## config.mk

```make
export PLATFORM = sky130hd
export DESIGN_NAME = utf8_and_arrow_key_decoder
export DESIGN_NICKNAME = d
export VERILOG_FILES = /design/src/u8ak_pkg.sv /design/src/u8ak_step.sv /design/src/utf8_and_arrow_key_decoder.sv
export SDC_FILE = /design/constraint.sdc
export NUM_CORES = 1
export LEC_CHECK = 0
export BUFFER_PORTS_ARGS = -buffer_cell sky130_fd_sc_hd__buf_4
export CAP_MARGIN = 30
export CORE_UTILIZATION = 58
export CTS_BUF_LIST = sky130_fd_sc_hd__clkbuf_4
export DETAILED_ROUTE_END_ITERATION = 10
export MAX_ROUTING_LAYER = met4
export PLACE_DENSITY = 0.89
export SETUP_SLACK_MARGIN = 0.4
export SYNTH_ARGS = -nofsm -noshare
export SYNTH_HDL_FRONTEND = slang
export SYNTH_SLANG_ARGS = --single-unit
```

## constraint.sdc

```tcl
create_clock -name clk -period 3.4 [get_ports clk]
set_clock_uncertainty 0.1 [all_clocks]
set_input_delay 0.51 -clock clk [delete_from_list [all_inputs] [get_ports clk]]
set_output_delay 0.51 -clock clk [all_outputs]
set_load 0.02 [all_outputs]
```

## src/u8ak_pkg.sv

```systemverilog
// u8ak_pkg: shared types and constants for the utf-8 / arrow key decoder
// used by u8ak_step and utf8_and_arrow_key_decoder; no dependencies
`timescale 1ns / 1ps

package u8ak_pkg;

  // phase codes
  localparam logic [1:0] PH_IDLE = 2'd0;
  localparam logic [1:0] PH_ESC  = 2'd1;
  localparam logic [1:0] PH_UTF  = 2'd2;

  // result kinds
  localparam logic [1:0] KIND_CHAR  = 2'd0;
  localparam logic [1:0] KIND_ARROW = 2'd1;
  localparam logic [1:0] KIND_ESC   = 2'd2;

  // arrow directions
  localparam logic [1:0] DIR_UP    = 2'd0;
  localparam logic [1:0] DIR_RIGHT = 2'd1;
  localparam logic [1:0] DIR_DOWN  = 2'd2;
  localparam logic [1:0] DIR_LEFT  = 2'd3;

  // byte values
  localparam logic [7:0] BYTE_ESC     = 8'd27;
  localparam logic [7:0] BYTE_BRACKET = 8'h5B;
  localparam logic [7:0] BYTE_A       = 8'h41;
  localparam logic [7:0] BYTE_B       = 8'h42;
  localparam logic [7:0] BYTE_C       = 8'h43;
  localparam logic [7:0] BYTE_D       = 8'h44;

  localparam int unsigned CP_W = 21;

  // decoder state carried between items
  typedef struct packed {
    logic [1:0]      phase;
    logic [1:0]      bytes_left;
    logic [CP_W-1:0] accum;
    logic            bracket_seen;
  } dec_state_t;

  // one result item
  typedef struct packed {
    logic [1:0]      kind;
    logic [CP_W-1:0] code_point;
    logic [1:0]      dir;
  } dec_result_t;

endpackage

```

## src/u8ak_step.sv

```systemverilog
// u8ak_step: next-state and result logic for one input byte
// depends on u8ak_pkg
`timescale 1ns / 1ps

module u8ak_step (
  input  u8ak_pkg::dec_state_t  cur_state,
  input  logic [7:0]            data_byte,
  output u8ak_pkg::dec_state_t  nxt_state,
  output logic                  res_vld,
  output u8ak_pkg::dec_result_t res
);
  import u8ak_pkg::*;

  logic [CP_W-1:0] accum_shift;
  logic [1:0]      left_dec;

  // continuation byte contributes its low six bits
  assign accum_shift = {cur_state.accum[CP_W-7:0], data_byte[5:0]};
  assign left_dec    = cur_state.bytes_left - 2'd1;

  always_comb begin
    nxt_state      = cur_state;
    res_vld        = 1'b0;
    res.kind       = KIND_CHAR;
    res.code_point = '0;
    res.dir        = DIR_UP;
    case (cur_state.phase)
      // two bytes after esc
      PH_ESC: begin
        if (cur_state.bytes_left >= 2'd2) begin
          nxt_state.bracket_seen = (data_byte == BYTE_BRACKET);
          nxt_state.bytes_left   = 2'd1;
        end else begin
          nxt_state.phase        = PH_IDLE;
          nxt_state.bytes_left   = 2'd0;
          nxt_state.bracket_seen = 1'b0;
          res_vld                = 1'b1;
          res.kind               = KIND_ESC;
          if (cur_state.bracket_seen) begin
            case (data_byte)
              BYTE_A: begin res.kind = KIND_ARROW; res.dir = DIR_UP;    end
              BYTE_C: begin res.kind = KIND_ARROW; res.dir = DIR_RIGHT; end
              BYTE_B: begin res.kind = KIND_ARROW; res.dir = DIR_DOWN;  end
              BYTE_D: begin res.kind = KIND_ARROW; res.dir = DIR_LEFT;  end
              default: res.kind = KIND_ESC;
            endcase
          end
        end
      end
      // open utf-8 sequence
      PH_UTF: begin
        nxt_state.accum      = accum_shift;
        nxt_state.bytes_left = left_dec;
        if (left_dec == 2'd0) begin
          nxt_state.phase = PH_IDLE;
          nxt_state.accum = '0;
          res_vld         = 1'b1;
          res.code_point  = accum_shift;
        end
      end
      // idle, also the unused phase code
      default: begin
        nxt_state.phase = PH_IDLE;
        if (data_byte == BYTE_ESC) begin
          nxt_state.phase        = PH_ESC;
          nxt_state.bytes_left   = 2'd2;
          nxt_state.bracket_seen = 1'b0;
        end else if (data_byte[7:5] == 3'b110) begin
          nxt_state.accum      = {{(CP_W-5){1'b0}}, data_byte[4:0]};
          nxt_state.bytes_left = 2'd1;
          nxt_state.phase      = PH_UTF;
        end else if (data_byte[7:4] == 4'b1110) begin
          nxt_state.accum      = {{(CP_W-4){1'b0}}, data_byte[3:0]};
          nxt_state.bytes_left = 2'd2;
          nxt_state.phase      = PH_UTF;
        end else if (data_byte[7:3] == 5'b11110) begin
          nxt_state.accum      = {{(CP_W-3){1'b0}}, data_byte[2:0]};
          nxt_state.bytes_left = 2'd3;
          nxt_state.phase      = PH_UTF;
        end else begin
          res_vld        = 1'b1;
          res.code_point = {{(CP_W-8){1'b0}}, data_byte};
        end
      end
    endcase
  end

endmodule

```

## src/utf8_and_arrow_key_decoder.sv

```systemverilog
// utf8_and_arrow_key_decoder: terminal byte stream to keys (utf-8 and esc [ A..D)
// depends on u8ak_pkg and u8ak_step
//
//   port group | dir | payload                                         | handshake
//   in_        | in  | data_byte[7:0]                                  | in_valid / in_stall
//   out_       | out | result_kind[1:0] code_point[20:0] arrow_dir[1:0] | out_valid / out_stall
//
// one byte per cycle unless stalled: input register, one level of decode logic, result register
// a byte moves from the input register through the decode logic into the result register
// a byte that completes no key gives no result item
// out_stall holds the result register and, through it, the input register
// synchronous active-low reset clears valids and returns the decoder to idle
`timescale 1ns / 1ps

module utf8_and_arrow_key_decoder (
  input  logic        clk,
  input  logic        rst_n,
  input  logic        in_valid,
  output logic        in_stall,
  input  logic [7:0]  in_data_byte,
  output logic        out_valid,
  input  logic        out_stall,
  output logic [1:0]  out_result_kind,
  output logic [20:0] out_code_point,
  output logic [1:0]  out_arrow_dir
);
  import u8ak_pkg::*;

  logic        in_vld_r;
  logic [7:0]  in_byte_r;
  dec_state_t  st_r;
  dec_state_t  st_nxt;
  logic        res_vld_nxt;
  dec_result_t res_nxt;
  logic        out_vld_r;
  dec_result_t res_r;
  logic        advance;

  // the held byte is decoded when the result register can take it
  assign advance  = in_vld_r && (!out_vld_r || !out_stall);
  assign in_stall = in_vld_r && !advance;

  u8ak_step u_step (
    .cur_state (st_r),
    .data_byte (in_byte_r),
    .nxt_state (st_nxt),
    .res_vld   (res_vld_nxt),
    .res       (res_nxt)
  );

  // input register
  always_ff @(posedge clk) begin
    if (!rst_n) begin
      in_vld_r <= 1'b0;
    end else if (!in_stall) begin
      in_vld_r <= in_valid;
    end
  end

  always_ff @(posedge clk) begin
    if (!in_stall && in_valid) begin
      in_byte_r <= in_data_byte;
    end
  end

  // decoder state
  always_ff @(posedge clk) begin
    if (!rst_n) begin
      st_r <= '{phase: PH_IDLE, bytes_left: 2'd0, accum: '0, bracket_seen: 1'b0};
    end else if (advance) begin
      st_r <= st_nxt;
    end
  end

  // result register
  always_ff @(posedge clk) begin
    if (!rst_n) begin
      out_vld_r <= 1'b0;
    end else if (!out_vld_r || !out_stall) begin
      out_vld_r <= advance && res_vld_nxt;
    end
  end

  always_ff @(posedge clk) begin
    if (advance && res_vld_nxt) begin
      res_r <= res_nxt;
    end
  end

  assign out_valid       = out_vld_r;
  assign out_result_kind = res_r.kind;
  assign out_code_point  = res_r.code_point;
  assign out_arrow_dir   = res_r.dir;

  // checks on decoder bookkeeping and result shape
  a_utf_has_bytes: assert property (@(posedge clk) disable iff (!rst_n)
    st_r.phase == PH_UTF |-> st_r.bytes_left != 2'd0)
    else $error("utf phase with no bytes left");

  a_esc_count: assert property (@(posedge clk) disable iff (!rst_n)
    st_r.phase == PH_ESC |-> (st_r.bytes_left == 2'd1 || st_r.bytes_left == 2'd2))
    else $error("esc phase with bad byte count");

  a_kind_range: assert property (@(posedge clk) disable iff (!rst_n)
    out_vld_r |-> res_r.kind != 2'd3)
    else $error("result kind out of range");

  a_cp_zero: assert property (@(posedge clk) disable iff (!rst_n)
    (out_vld_r && res_r.kind != KIND_CHAR) |-> res_r.code_point == '0)
    else $error("code point set on a non-character result");

  a_dir_zero: assert property (@(posedge clk) disable iff (!rst_n)
    (out_vld_r && res_r.kind != KIND_ARROW) |-> res_r.dir == DIR_UP)
    else $error("direction set on a non-arrow result");

endmodule
```

==> impl_metrics.toml <==
[status]
status = "finished clean"

[timing]
drv_slew = 0
max-slew-margin-rel_pct = 45.3
holdWs_ps = 198
period_share_pct = 65.7
period_needed_ps = 2230
hold_violations = 0
rsz0062_at_grt = "no"
fmax_ghz = 0.448
max_slew.worst_pin.slew_ps = 818
setup_tns_ps = 0
setup_viol = 0

[route]
first_pass_iters = 5
m1WireLength_mm = 2.00
wl_met3_um = 314
drt-vias-per-instance = 5.79
detail-route-antenna-nets = 0
drcViolationCount = 0
vias = 1755
wire_per_inst_um = 15.0
wl_met2_mm = 2.15
routed.top_layer = "met4"
wl_mm = 4.56
drt_iter0_drc = 137

[cts]
clkSlewWorstSetupHoldPaths_ps = 150
insertion_delay_ps = 380
postCtsSetupRepairBufs = 0
cts.sinks = 55
numCtsBuffers = 5
cts_buffer_depth = 2
cts-root-buf = "clkbuf_4"
ctsHoldBuffers = 0
htreeDepth = 2
cts_tree = "done"
post_cts_resized = 0

[synth]
synth-seq-cells = 55
synth.distinct_cells = 49
syn_area_um2 = 2470
syn_nets = 234
yosys_warnings = 0
syn_avg_cell_area_um2 = 11.3
syn_inst = 218
seq_area_frac_synth_pct = 58.0
synth-async-reset-ratio_pct = 0
synth_edf_count = 33
synthFlopType = "edfxtp_1"

[die]
die_width_um = 67.3
ios = 39
rows = 23
core_um2 = 4060
die_area_um2 = 4520
initial_core_util_pct = 60.9
die_y_um = 67.3

[job]
cap_viol_max_count = 0

[power]
p_leak_nw = 1.05
vdd_drop_max_mv = 0.202
power.density_nw_per_um2 = 430

[final_layout]
nets = 268
fillCellCount = 284
layout.cells.non_filler = 303
fin_area_um2 = 2850
fin_util_pct = 70.3
n_antenna_cell = 0
syn_to_final_growth_pct = 15.6
final_common_cell = "buf_4"
drive_gt1_share_pct = 24.1
final_cell_mix = "buf_4, edfxtp_1, dfxtp_1"

[setup_path]
cp_max_fo = 25
crit_required_ps = 3370
rr_worst_depth = 7
cp_data_arrival_time_ps = 2210
crit_path_end_kind = "flip-flop"
crit_path_start_kind = "flip-flop"
crit_type = "flip-flop to flip-flop"

[global_route]
grt.total_usage_pct = 22.9
antenna_found_initial = 0
grt_max_degree = 27
grt_pass1_wl_mm = 7.39
grt_pass1_vias = 1552
overflow = 0

[hold_path]
hold_path_class = "input pin to flip-flop"
holdPathStages = 1

[placed_design]
post-dp-hpwl_mm = 3.24
port_buffers = 38
dp.cells = 295
globalplace.congestion = 0.934
placed_area_um2 = 2770
cells in the mapped netlist, types with 2 or more instances:
cell       n  area share, %
and2_1    18            4.6
o21ai_1    2           0.41
nand2_1   21            3.2
a21boi_0   2           0.61
ha_1       4            2.0
nor2b_1    2           0.51
o21a_1     4            1.2
edfxtp_1  33             40
inv_1      8            1.2
nor2_1     6           0.91
a21oi_1    7            1.4
o21ai_0    3           0.61
clkbuf_1   6           0.91
a21boi_1  12            3.6
nand3_1   20            4.1
buf_2      4           0.81
dfxtp_1   22             18
xnor2_1    2           0.71
nand2b_1   4            1.0
nor3b_1    2           0.61
a32o_1     4            1.6
and3_1     4            1.0
buf_4      2           0.61
cells by family after synthesis:
logic type,count (synthesis),synth area share (%)
AO/OA/AOI/OAI,46,14.2
multiplexers,1,0.405
XOR/XNOR,2,0.709
adder cells (fa/ha/maj),4,2.03
buffers and inverters,20,3.55
AND/OR/NAND/NOR,90,21.1
flip-flops,55,58.0
power by group:
part,internal (W),switching (W)
Sequential,0.000730,0.0000179
Clock,0.000157,0.000207
Combinational,0.0000490,0.0000659
Total,0.000936,0.000291
per-stage QoR:
step,power [W],worst slack (ps)
2_1_floorplan,0.000833,694
3_3_place_gp,0.000874,1230
3_5_place_dp,0.000877,1180
4_1_cts,0.00123,1180
5_1_grt,0.00127,1050
6_report,0.00123,1170
worst max-delay path, cell delays in order, from the launching register on:
cell	delay, ps
dfxtp_1	400
inv_1	60
ha_1	200
nor3b_1	480
or3b_2	230
nand2_1	60
nor2_2	90
buf_4	300
routing by layer:
layer | GRT usage (%) | up-vias
met5 | - | -
met1 | 29.7 | 830
met3 | 5.91 | 9
met2 | 33.9 | 63
met4 | 9.84 | 0
li1 | - | 853
flip-flops by register name, indices dropped and copies added, names as in the netlist:
signal           count
out_arrow_dir        2
in_byte_r            8
st_r                20
out_result_kind      2
out_code_point      21
in_vld_r             1
out_valid            1
path summary, 6_finish.rpt:
path	end	slack [ps]	startpoint
worst max-delay path	out_result_kind[0]	1170	st_r[22]
worst min-delay path	in_byte_r[2]	200	in_data_byte[2]
worst max register to register	out_result_kind[0]	1170	st_r[22]
worst min register to register	st_r[12]	350	st_r[12]
area by class of cell:
type                       instances  area (um2)  share of cell area [%]
multi-input combinational        143         953                    33.4
inverter                           8        30.0                    1.05
sequential                        55        1430                    50.2
clock inverter                     3        46.3                    1.62
tap                               50        62.6                    2.19
clock buffer                       5        37.5                    1.32
timing repair buffer              39         293                    10.3
Power figures use the tool's default switching activity.
